$ cat src/rtl/core/thrr_pkg.sv
// shared types and constants for the timestamped history ring resampler
package thrr_pkg;

    // fixed field widths
    localparam int PAYLOAD_W   = 32;
    localparam int TIME_W      = 64;
    localparam int GEN_W       = 32;
    localparam int PERIOD_W    = 32;
    localparam int REQ_W       = 3;
    localparam int COUNT_W     = 5;

    // default configuration
    localparam int DEF_HISTORY_DEPTH = 16;
    localparam int DEF_MAX_READ      = 16;
    localparam logic [PERIOD_W-1:0] PERIOD_RESET = 32'd1000;

    // request codes
    localparam logic [REQ_W-1:0] REQ_PUBLISH  = 3'd0;
    localparam logic [REQ_W-1:0] REQ_CLEAR    = 3'd1;
    localparam logic [REQ_W-1:0] REQ_LATEST   = 3'd2;
    localparam logic [REQ_W-1:0] REQ_RECENT   = 3'd3;
    localparam logic [REQ_W-1:0] REQ_RESAMPLE = 3'd4;

    // one history entry as held in the ring memory
    typedef struct packed {
        logic [GEN_W-1:0]     generation;
        logic [TIME_W-1:0]    timestamp;
        logic [PAYLOAD_W-1:0] payload;
    } entry_t;

endpackage

$ cat src/rtl/core/timestamped_history_ring_resampler_core.sv
// timestamped history ring with recent-read and nearest-timestamp resampling
//
// Usage: requests arrive on the s_ channel (valid/ready); results leave on the
// m_ channel (valid/ready), one transaction per result, last_item marking the
// final result of a query. Publish and clear give no result; codes above
// resample are dropped. The sample period register is written through cfg_wr_en
// and cfg_wr_data; the user must do so only while the block is idle, which the
// block itself does not enforce.
// Throughput: one request at a time. Publish and clear may follow each other
// every cycle. Read latest and read recent issue one ring read per returned
// entry. Each resampled output scans every filled entry through the single read
// port of the ring memory, one entry per cycle. No new request is taken until
// the last result of a query has been loaded into the output register.
// Sequence: an empty answer is loaded from ST_EMPTY; reads pass ST_RD_ISSUE and
// ST_RD_WAIT per entry; a resampled run passes ST_ANC_ISSUE, ST_ANC_WAIT, ST_MUL,
// ST_TGT, ST_SCAN and ST_RS_EMIT, each further output again from ST_MUL.
// Reset: clears the fill level, write pointer, generation count and the
// period (to 1000); the ring memory is not cleared, only filled entries are
// read. A stalled receiver holds the output register; the sequencer waits and
// no result is lost or repeated.
module timestamped_history_ring_resampler_core #(
    parameter int HISTORY_DEPTH = thrr_pkg::DEF_HISTORY_DEPTH,
    parameter int MAX_READ      = thrr_pkg::DEF_MAX_READ
) (
    input  logic                            aclk,
    input  logic                            aresetn,
    // configuration
    input  logic                            cfg_wr_en,
    input  logic [thrr_pkg::PERIOD_W-1:0]   cfg_wr_data,
    // request channel
    input  logic                            s_valid,
    output logic                            s_ready,
    input  logic [thrr_pkg::REQ_W-1:0]      s_req_type,
    input  logic [thrr_pkg::PAYLOAD_W-1:0]  s_payload_in,
    input  logic [thrr_pkg::TIME_W-1:0]     s_timestamp_in,
    input  logic [thrr_pkg::COUNT_W-1:0]    s_read_count,
    // result channel
    output logic                            m_valid,
    input  logic                            m_ready,
    output logic [thrr_pkg::PAYLOAD_W-1:0]  m_payload_out,
    output logic [thrr_pkg::TIME_W-1:0]     m_timestamp_out,
    output logic [thrr_pkg::GEN_W-1:0]      m_generation_out,
    output logic                            m_valid_res,
    output logic                            m_last_item
);
    import thrr_pkg::*;

    localparam int PW = (HISTORY_DEPTH > 1) ? $clog2(HISTORY_DEPTH) : 1;
    localparam int CW = $clog2(HISTORY_DEPTH + 1);
    localparam int AW = CW + 1;
    localparam int NW = $clog2(MAX_READ + 1);
    localparam int QW = (NW > COUNT_W) ? NW : COUNT_W;
    localparam int SW = (NW > CW) ? NW : CW;
    localparam int MW = SW + PERIOD_W;

    // sequencer states
    localparam logic [3:0] ST_IDLE      = 4'd0;
    localparam logic [3:0] ST_EMPTY     = 4'd1;
    localparam logic [3:0] ST_RD_ISSUE  = 4'd2;
    localparam logic [3:0] ST_RD_WAIT   = 4'd3;
    localparam logic [3:0] ST_ANC_ISSUE = 4'd4;
    localparam logic [3:0] ST_ANC_WAIT  = 4'd5;
    localparam logic [3:0] ST_MUL       = 4'd6;
    localparam logic [3:0] ST_TGT       = 4'd7;
    localparam logic [3:0] ST_SCAN      = 4'd8;
    localparam logic [3:0] ST_RS_EMIT   = 4'd9;

    // ring memory and its registered read port
    entry_t ring_mem [HISTORY_DEPTH];
    entry_t rd_data_reg;
    logic   rd_en;
    logic [PW-1:0] rd_addr;
    logic   wr_en;
    entry_t wr_entry;

    // control state
    logic [3:0]          state_reg, state_next;
    logic [PERIOD_W-1:0] period_reg;
    logic [GEN_W-1:0]    gen_reg, gen_next;
    logic                have_data_reg, have_data_next;
    logic [PW-1:0]       wp_reg, wp_next;
    logic [CW-1:0]       fill_reg, fill_next;

    // per-query working registers
    logic [PW-1:0]       slot_reg, slot_next;
    logic [PW-1:0]       oldest_reg, oldest_next;
    logic [SW-1:0]       rem_reg, rem_next;
    logic [CW-1:0]       h_reg, h_next;
    logic [TIME_W-1:0]   anchor_reg, anchor_next;
    logic [TIME_W-1:0]   offset_reg, offset_next;
    logic [TIME_W-1:0]   target_reg, target_next;

    // scan pipeline
    logic                p1_valid_reg, p1_valid_next;
    logic                dist_valid_reg, dist_valid_next;
    logic [TIME_W-1:0]   dist_reg, dist_next;
    entry_t              dist_entry_reg;
    logic                best_valid_reg, best_valid_next;
    logic [TIME_W-1:0]   best_dist_reg, best_dist_next;
    entry_t              best_entry_reg, best_entry_next;

    // output register
    logic                m_valid_reg, m_valid_next;
    entry_t              out_entry_reg, out_entry_next;
    logic                out_vres_reg, out_vres_next;
    logic                out_last_reg, out_last_next;

    logic                accept;
    logic                out_free;
    logic [PW-1:0]       newest;
    logic [NW-1:0]       n_clamp;
    logic [SW-1:0]       n_recent;
    logic [AW-1:0]       oldest_recent_sum;
    logic [AW-1:0]       oldest_all_sum;
    logic [PW-1:0]       oldest_recent;
    logic [PW-1:0]       oldest_all;
    logic [PW-1:0]       slot_inc;
    logic [MW-1:0]       product;
    logic                no_data;

    assign accept   = s_valid && s_ready;
    assign s_ready  = (state_reg == ST_IDLE);
    assign out_free = !m_valid_reg || m_ready;
    assign no_data  = !have_data_reg || (fill_reg == '0);

    // ring address arithmetic
    assign newest   = (wp_reg == '0) ? PW'(HISTORY_DEPTH - 1) : wp_reg - PW'(1);
    assign slot_inc = (slot_reg == PW'(HISTORY_DEPTH - 1)) ? '0 : slot_reg + PW'(1);
    assign n_clamp  = (QW'(s_read_count) > QW'(MAX_READ)) ? NW'(MAX_READ) :
                      NW'(s_read_count);
    assign n_recent = (SW'(n_clamp) > SW'(fill_reg)) ? SW'(fill_reg) : SW'(n_clamp);
    assign oldest_recent_sum = AW'(wp_reg) + AW'(HISTORY_DEPTH) - AW'(n_recent);
    assign oldest_all_sum    = AW'(wp_reg) + AW'(HISTORY_DEPTH) - AW'(fill_reg);
    assign oldest_recent = (oldest_recent_sum >= AW'(HISTORY_DEPTH)) ?
                           PW'(oldest_recent_sum - AW'(HISTORY_DEPTH)) : PW'(oldest_recent_sum);
    assign oldest_all    = (oldest_all_sum >= AW'(HISTORY_DEPTH)) ?
                           PW'(oldest_all_sum - AW'(HISTORY_DEPTH)) : PW'(oldest_all_sum);

    // offset of the current resample target from the anchor
    assign product = MW'(rem_reg) * MW'(period_reg);

    // sequencer and datapath next-state logic
    always_comb begin
        state_next      = state_reg;
        gen_next        = gen_reg;
        have_data_next  = have_data_reg;
        wp_next         = wp_reg;
        fill_next       = fill_reg;
        slot_next       = slot_reg;
        oldest_next     = oldest_reg;
        rem_next        = rem_reg;
        h_next          = h_reg;
        anchor_next     = anchor_reg;
        offset_next     = offset_reg;
        target_next     = target_reg;
        p1_valid_next   = 1'b0;
        dist_valid_next = p1_valid_reg;
        dist_next       = (rd_data_reg.timestamp >= target_reg) ?
                          rd_data_reg.timestamp - target_reg :
                          target_reg - rd_data_reg.timestamp;
        best_valid_next = best_valid_reg;
        best_dist_next  = best_dist_reg;
        best_entry_next = best_entry_reg;
        m_valid_next    = m_valid_reg && !m_ready;
        out_entry_next  = out_entry_reg;
        out_vres_next   = out_vres_reg;
        out_last_next   = out_last_reg;
        rd_en           = 1'b0;
        rd_addr         = slot_reg;
        wr_en           = 1'b0;
        wr_entry.generation = gen_reg + GEN_W'(1);
        wr_entry.timestamp  = s_timestamp_in;
        wr_entry.payload    = s_payload_in;

        // best-match update, ties to the later (newer) entry
        if (dist_valid_reg && (!best_valid_reg || dist_reg <= best_dist_reg)) begin
            best_valid_next = 1'b1;
            best_dist_next  = dist_reg;
            best_entry_next = dist_entry_reg;
        end

        case (state_reg)
            ST_IDLE: begin
                if (accept) begin
                    case (s_req_type)
                        REQ_PUBLISH: begin
                            wr_en          = 1'b1;
                            gen_next       = gen_reg + GEN_W'(1);
                            wp_next        = (wp_reg == PW'(HISTORY_DEPTH - 1)) ?
                                             '0 : wp_reg + PW'(1);
                            if (fill_reg < CW'(HISTORY_DEPTH)) begin
                                fill_next = fill_reg + CW'(1);
                            end
                            have_data_next = 1'b1;
                        end
                        REQ_CLEAR: begin
                            gen_next       = gen_reg + GEN_W'(1);
                            have_data_next = 1'b0;
                            wp_next        = '0;
                            fill_next      = '0;
                        end
                        REQ_LATEST: begin
                            if (no_data) begin
                                state_next = ST_EMPTY;
                            end else begin
                                slot_next  = newest;
                                rem_next   = '0;
                                state_next = ST_RD_ISSUE;
                            end
                        end
                        REQ_RECENT: begin
                            if (no_data || n_clamp == '0) begin
                                state_next = ST_EMPTY;
                            end else begin
                                slot_next  = oldest_recent;
                                rem_next   = n_recent - SW'(1);
                                state_next = ST_RD_ISSUE;
                            end
                        end
                        REQ_RESAMPLE: begin
                            if (no_data || n_clamp == '0 || period_reg == '0) begin
                                state_next = ST_EMPTY;
                            end else begin
                                slot_next   = newest;
                                oldest_next = oldest_all;
                                rem_next    = SW'(n_clamp) - SW'(1);
                                state_next  = ST_ANC_ISSUE;
                            end
                        end
                        default: begin
                        end
                    endcase
                end
            end
            ST_EMPTY: begin
                if (out_free) begin
                    m_valid_next   = 1'b1;
                    out_entry_next = '0;
                    out_vres_next  = 1'b0;
                    out_last_next  = 1'b1;
                    state_next     = ST_IDLE;
                end
            end
            ST_RD_ISSUE: begin
                rd_en      = 1'b1;
                state_next = ST_RD_WAIT;
            end
            ST_RD_WAIT: begin
                if (out_free) begin
                    m_valid_next   = 1'b1;
                    out_entry_next = rd_data_reg;
                    out_vres_next  = 1'b1;
                    out_last_next  = (rem_reg == '0);
                    if (rem_reg == '0) begin
                        state_next = ST_IDLE;
                    end else begin
                        rem_next   = rem_reg - SW'(1);
                        slot_next  = slot_inc;
                        state_next = ST_RD_ISSUE;
                    end
                end
            end
            ST_ANC_ISSUE: begin
                rd_en      = 1'b1;
                state_next = ST_ANC_WAIT;
            end
            ST_ANC_WAIT: begin
                anchor_next = rd_data_reg.timestamp;
                state_next  = ST_MUL;
            end
            ST_MUL: begin
                offset_next = TIME_W'(product);
                state_next  = ST_TGT;
            end
            ST_TGT: begin
                target_next     = (anchor_reg >= offset_reg) ? anchor_reg - offset_reg : '0;
                best_valid_next = 1'b0;
                slot_next       = oldest_reg;
                h_next          = '0;
                state_next      = ST_SCAN;
            end
            ST_SCAN: begin
                // walk the filled entries oldest first, one read per cycle
                if (h_reg != fill_reg) begin
                    rd_en         = 1'b1;
                    p1_valid_next = 1'b1;
                    h_next        = h_reg + CW'(1);
                    slot_next     = slot_inc;
                end else if (!p1_valid_reg && !dist_valid_reg) begin
                    state_next = ST_RS_EMIT;
                end
            end
            ST_RS_EMIT: begin
                if (out_free) begin
                    m_valid_next   = 1'b1;
                    out_entry_next = best_entry_reg;
                    out_vres_next  = 1'b1;
                    out_last_next  = (rem_reg == '0);
                    if (rem_reg == '0) begin
                        state_next = ST_IDLE;
                    end else begin
                        rem_next   = rem_reg - SW'(1);
                        state_next = ST_MUL;
                    end
                end
            end
            default: begin
                state_next = ST_IDLE;
            end
        endcase

        if (rd_en) begin
            rd_addr = slot_reg;
        end
    end

    // ring memory write and registered read
    always_ff @(posedge aclk) begin
        if (wr_en) begin
            ring_mem[wp_reg] <= wr_entry;
        end
        if (rd_en) begin
            rd_data_reg <= ring_mem[rd_addr];
        end
    end

    // control registers
    always_ff @(posedge aclk) begin
        if (!aresetn) begin
            state_reg      <= ST_IDLE;
            period_reg     <= PERIOD_RESET;
            gen_reg        <= '0;
            have_data_reg  <= 1'b0;
            wp_reg         <= '0;
            fill_reg       <= '0;
            p1_valid_reg   <= 1'b0;
            dist_valid_reg <= 1'b0;
            best_valid_reg <= 1'b0;
            m_valid_reg    <= 1'b0;
        end else begin
            state_reg      <= state_next;
            if (cfg_wr_en) begin
                period_reg <= cfg_wr_data;
            end
            gen_reg        <= gen_next;
            have_data_reg  <= have_data_next;
            wp_reg         <= wp_next;
            fill_reg       <= fill_next;
            p1_valid_reg   <= p1_valid_next;
            dist_valid_reg <= dist_valid_next;
            best_valid_reg <= best_valid_next;
            m_valid_reg    <= m_valid_next;
        end
    end

    // datapath registers
    always_ff @(posedge aclk) begin
        slot_reg       <= slot_next;
        oldest_reg     <= oldest_next;
        rem_reg        <= rem_next;
        h_reg          <= h_next;
        anchor_reg     <= anchor_next;
        offset_reg     <= offset_next;
        target_reg     <= target_next;
        dist_reg       <= dist_next;
        dist_entry_reg <= rd_data_reg;
        best_dist_reg  <= best_dist_next;
        best_entry_reg <= best_entry_next;
        out_entry_reg  <= out_entry_next;
        out_vres_reg   <= out_vres_next;
        out_last_reg   <= out_last_next;
    end

    // result channel
    assign m_valid          = m_valid_reg;
    assign m_payload_out    = out_entry_reg.payload;
    assign m_timestamp_out  = out_entry_reg.timestamp;
    assign m_generation_out = out_entry_reg.generation;
    assign m_valid_res      = out_vres_reg;
    assign m_last_item      = out_last_reg;

`ifndef SYNTHESIS
    // fill level never exceeds the ring depth
    a_fill_bound: assert property (@(posedge aclk) disable iff (!aresetn)
        fill_reg <= CW'(HISTORY_DEPTH))
        else $error("fill level above ring depth");

    // data flag tracks a non-zero fill level
    a_have_data: assert property (@(posedge aclk) disable iff (!aresetn)
        have_data_reg == (fill_reg != '0))
        else $error("data flag out of step with fill level");

    // scan index stays inside the filled region
    a_scan_bound: assert property (@(posedge aclk) disable iff (!aresetn)
        (state_reg == ST_SCAN) |-> (h_reg <= fill_reg))
        else $error("scan index beyond fill level");

    // a result is loaded only when the output register is free
    a_no_overwrite: assert property (@(posedge aclk) disable iff (!aresetn)
        (m_valid_reg && !m_ready) |=> m_valid_reg)
        else $error("pending result dropped");

    // a resampled output is only emitted with a best match in hand
    a_best_ready: assert property (@(posedge aclk) disable iff (!aresetn)
        (state_reg == ST_RS_EMIT) |-> best_valid_reg)
        else $error("resample emit without a match");
`endif

endmodule
$ cat config.mk
export PLATFORM = sky130hd
export DESIGN_NAME = timestamped_history_ring_resampler_core
export DESIGN_NICKNAME = d
export VERILOG_FILES = /design/src/rtl/core/thrr_pkg.sv /design/src/rtl/core/timestamped_history_ring_resampler_core.sv
export SDC_FILE = /design/constraint.sdc
export NUM_CORES = 2
export LEC_CHECK = 0
export BUFFER_PORTS_ARGS = -buffer_cell sky130_fd_sc_hd__buf_2
export CAP_MARGIN = 20
export CORE_ASPECT_RATIO = 1.25
export CORE_MARGIN = 5
export CORE_UTILIZATION = 50
export DETAILED_ROUTE_END_ITERATION = 6
export PLACE_DENSITY = 0.67
export SYNTH_ARGS = -nofsm -noshare
export SYNTH_HDL_FRONTEND = slang
export SYNTH_SLANG_ARGS = --single-unit
$ cat constraint.sdc
create_clock -name aclk -period 14.45 [get_ports aclk]
set_input_delay 2.89 -clock aclk [delete_from_list [all_inputs] [get_ports aclk]]
set_output_delay 2.89 -clock aclk [all_outputs]
set_load 0.005 [all_outputs]
==> reports/results.ini <==
[setup_path]
critPathLaunchType = flop
critPathRequiredTime_ns = 15.02
worstSetupEndpointType = flop
setup.worst_path.class = reg -> reg
cp.arrival_ns = 6.52
cp_max_fo = 34

[finish]
layout_commonest_cell = edfxtp_1
areaGrowthSynthToFinish_pct = 12.3
regArea_um2 = 86000
nFillCells = 19300
layout.nets = 8918
largest_reg_flops = 2048
layout_common_cells = edfxtp_1, a21oi_1, o21ai_0
largest-register = ring_mem
drive_gt1_share_pct = 15.2
multi_input_area_um2 = 36100
final_cells = 12000

[logic_synthesis]
synth_nets = 8580
async_flop_share_pct = 0
synth_edf_count = 2681
syn-cell-area_um2 = 125000
syn_area_per_cell_um2 = 15.5
ys_seq_area_share_pct = 68.9
synthCells = 8049
ys_warn_count = 0
yosysUniqueCellTypes = 90
synth_seq_cells = 2955
synth_ff_type = edfxtp_1

[detailed_routing]
drcViolationCount = 0
post_drt_wl_per_cell_um = 27.1
vias = 71500
first_pass_iters = 6
wirelength_um = 324000
drt_iter0_markers = 6839
antenna_left = 0
vias_per_cell = 5.98

[timing]
clock_skew_ns = 0.0755
finalHoldViolations = 0
fmax_mhz = 168
rsz0062_at_grt = false
min_period_ns = 5.95
setup_viol = 0
worstMarginPinSlew_ns = 1.13
drv_slew = 0
setup_tns_ns = 0
finalCritPeriodShare_pct = 41.2
max_slew_margin_pct = 24.5

[clock_tree]
cts_buffer_depth = 4
postCtsResizedCells = 0
clk_latency_ns = 0.87
cts_hold_buf = 0
clk_pin_slew_worst_paths_ns = 0.06
cts_tree = built
postCtsSetupRepairBufs = 0
cts_root_buf = clkbuf_16
cts_max_level = 5
clkSinkCount = 2955
cts_buffers = 297

[global_routing]
track_usage_pct = 24.3
grt_pass1_vias = 72200
grt_pass1_wl_um = 475000
antenna_found_initial = 65
grt_max_degree = 158
grt.overflow.total = 0

[die]
initial_core_util_pct = 50.1
die_y_um = 569
pin_count = 273
core_um2 = 249000
rows = 205
die_w_um = 457
die_area_um2 = 260000

[outcome]
outcome = finished clean

[min_path]
holdCritPathClass = reg -> reg

[pwr]
max-vdd-ir-drop_mv = 0.113
leakage_uw = 0.0499
p_per_area_nw_per_um2 = 124

[placed_design]
dp_hpwl_um = 197000
gp_congestion = 0.938
portBuffers = 272
dpl.cell_count = 11400

[run]
drv_cap = 0

logic make-up after synthesis:
kind of cell / after synthesis / share of synthesized area, %
AO/OA/AOI/OAI: 1681 / 8.65
XOR/XNOR: 202 / 1.42
adder cells (fa/ha/maj): 390 / 4.48
buffers and inverters: 788 / 2.40
flip-flops: 2955 / 68.9
multiplexers: 842 / 9.46
AND/OR/NAND/NOR: 1191 / 4.70
critical path: stages (launching register included):
cell	delay, ns
edfxtp_1	1.07
and2_1	0.26
fa_1	0.44
fa_1	0.50
inv_1	0.05
fa_1	0.48
inv_1	0.04
ha_1	0.39
and4_1	0.26
nand2_1	0.07
or4b_2	0.67
o211ai_1	0.29
a21oi_1	0.19
o21ai_0	0.32
nand2_1	0.12
a21oi_1	0.23
a211oi_1	0.13
xnor2_1	0.13
synthesized netlist by cell type (129+ instances only):
cell / count / area [um^2]
mux4_2: 256 / 5770
nor2_1: 229 / 860
a22o_1: 129 / 1130
clkbuf_1: 291 / 1090
o21ai_0: 447 / 2240
mux2_2: 143 / 1610
and2_1: 164 / 1030
mux2i_1: 443 / 4430
dfxtp_1: 274 / 5490
a221oi_1: 135 / 1180
nand2_1: 397 / 1490
edfxtp_1: 2681 / 80500
ha_1: 295 / 3690
a21oi_1: 452 / 2260
inv_1: 421 / 1580
a22oi_1: 132 / 991
path summary, 6_finish.rpt:
| check | from | to | slack, ns | cells past startpoint |
|---|---|---|---|---|
| max | rem_reg[3] | offset_reg[35] | 8.50 | 17 |
| min | rd_data_reg[16] | dist_entry_reg[16] | 0.36 | 0 |
| max reg2reg | rem_reg[3] | offset_reg[35] | 8.50 | 17 |
| min reg2reg | rd_data_reg[16] | dist_entry_reg[16] | 0.36 | 0 |
routing by layer:
metal / wire, um / vias up / share of wire, % / global-route usage [%]
li1: - / 31700 / - / -
met1: 135000 / 36500 / 42 / 33.3
met2: 157000 / 2694 / 48 / 40.4
met3: 22700 / 572 / 7.0 / 4.24
met4: 9220 / 34 / 2.8 / 6.98
met5: 214 / - / 0.066 / 0
power breakdown:
group	total, uW	internal, uW	switching, uW
logic	335	118	217
clock network	7770	4550	3220
registers	9310	9290	19.3
layout make-up:
class	count	share of cell area (%)
diodes	18	0.0321
clock inverters	140	1.16
multi-input cells	4306	25.7
clock buffers	396	5.87
flip-flops and latches	2955	61.3
repair buffers	406	1.83
inverters	421	1.13
well taps	3312	2.96
stage by stage:
step	utilization (%)	worst slack [ns]	power, uW	hold WS, ns	area, um^2
floorplan	-	2.34	9680	0.348	125000
global placement	52.2	7.74	9820	0.361	130000
detailed placement	52.3	7.68	9820	0.357	130000
CTS	56.2	8.48	17600	0.364	140000
global route	56.3	8.29	17900	0.379	140000
finish	56.3	8.50	17400	0.360	140000
Power figures use the tool's default switching activity.
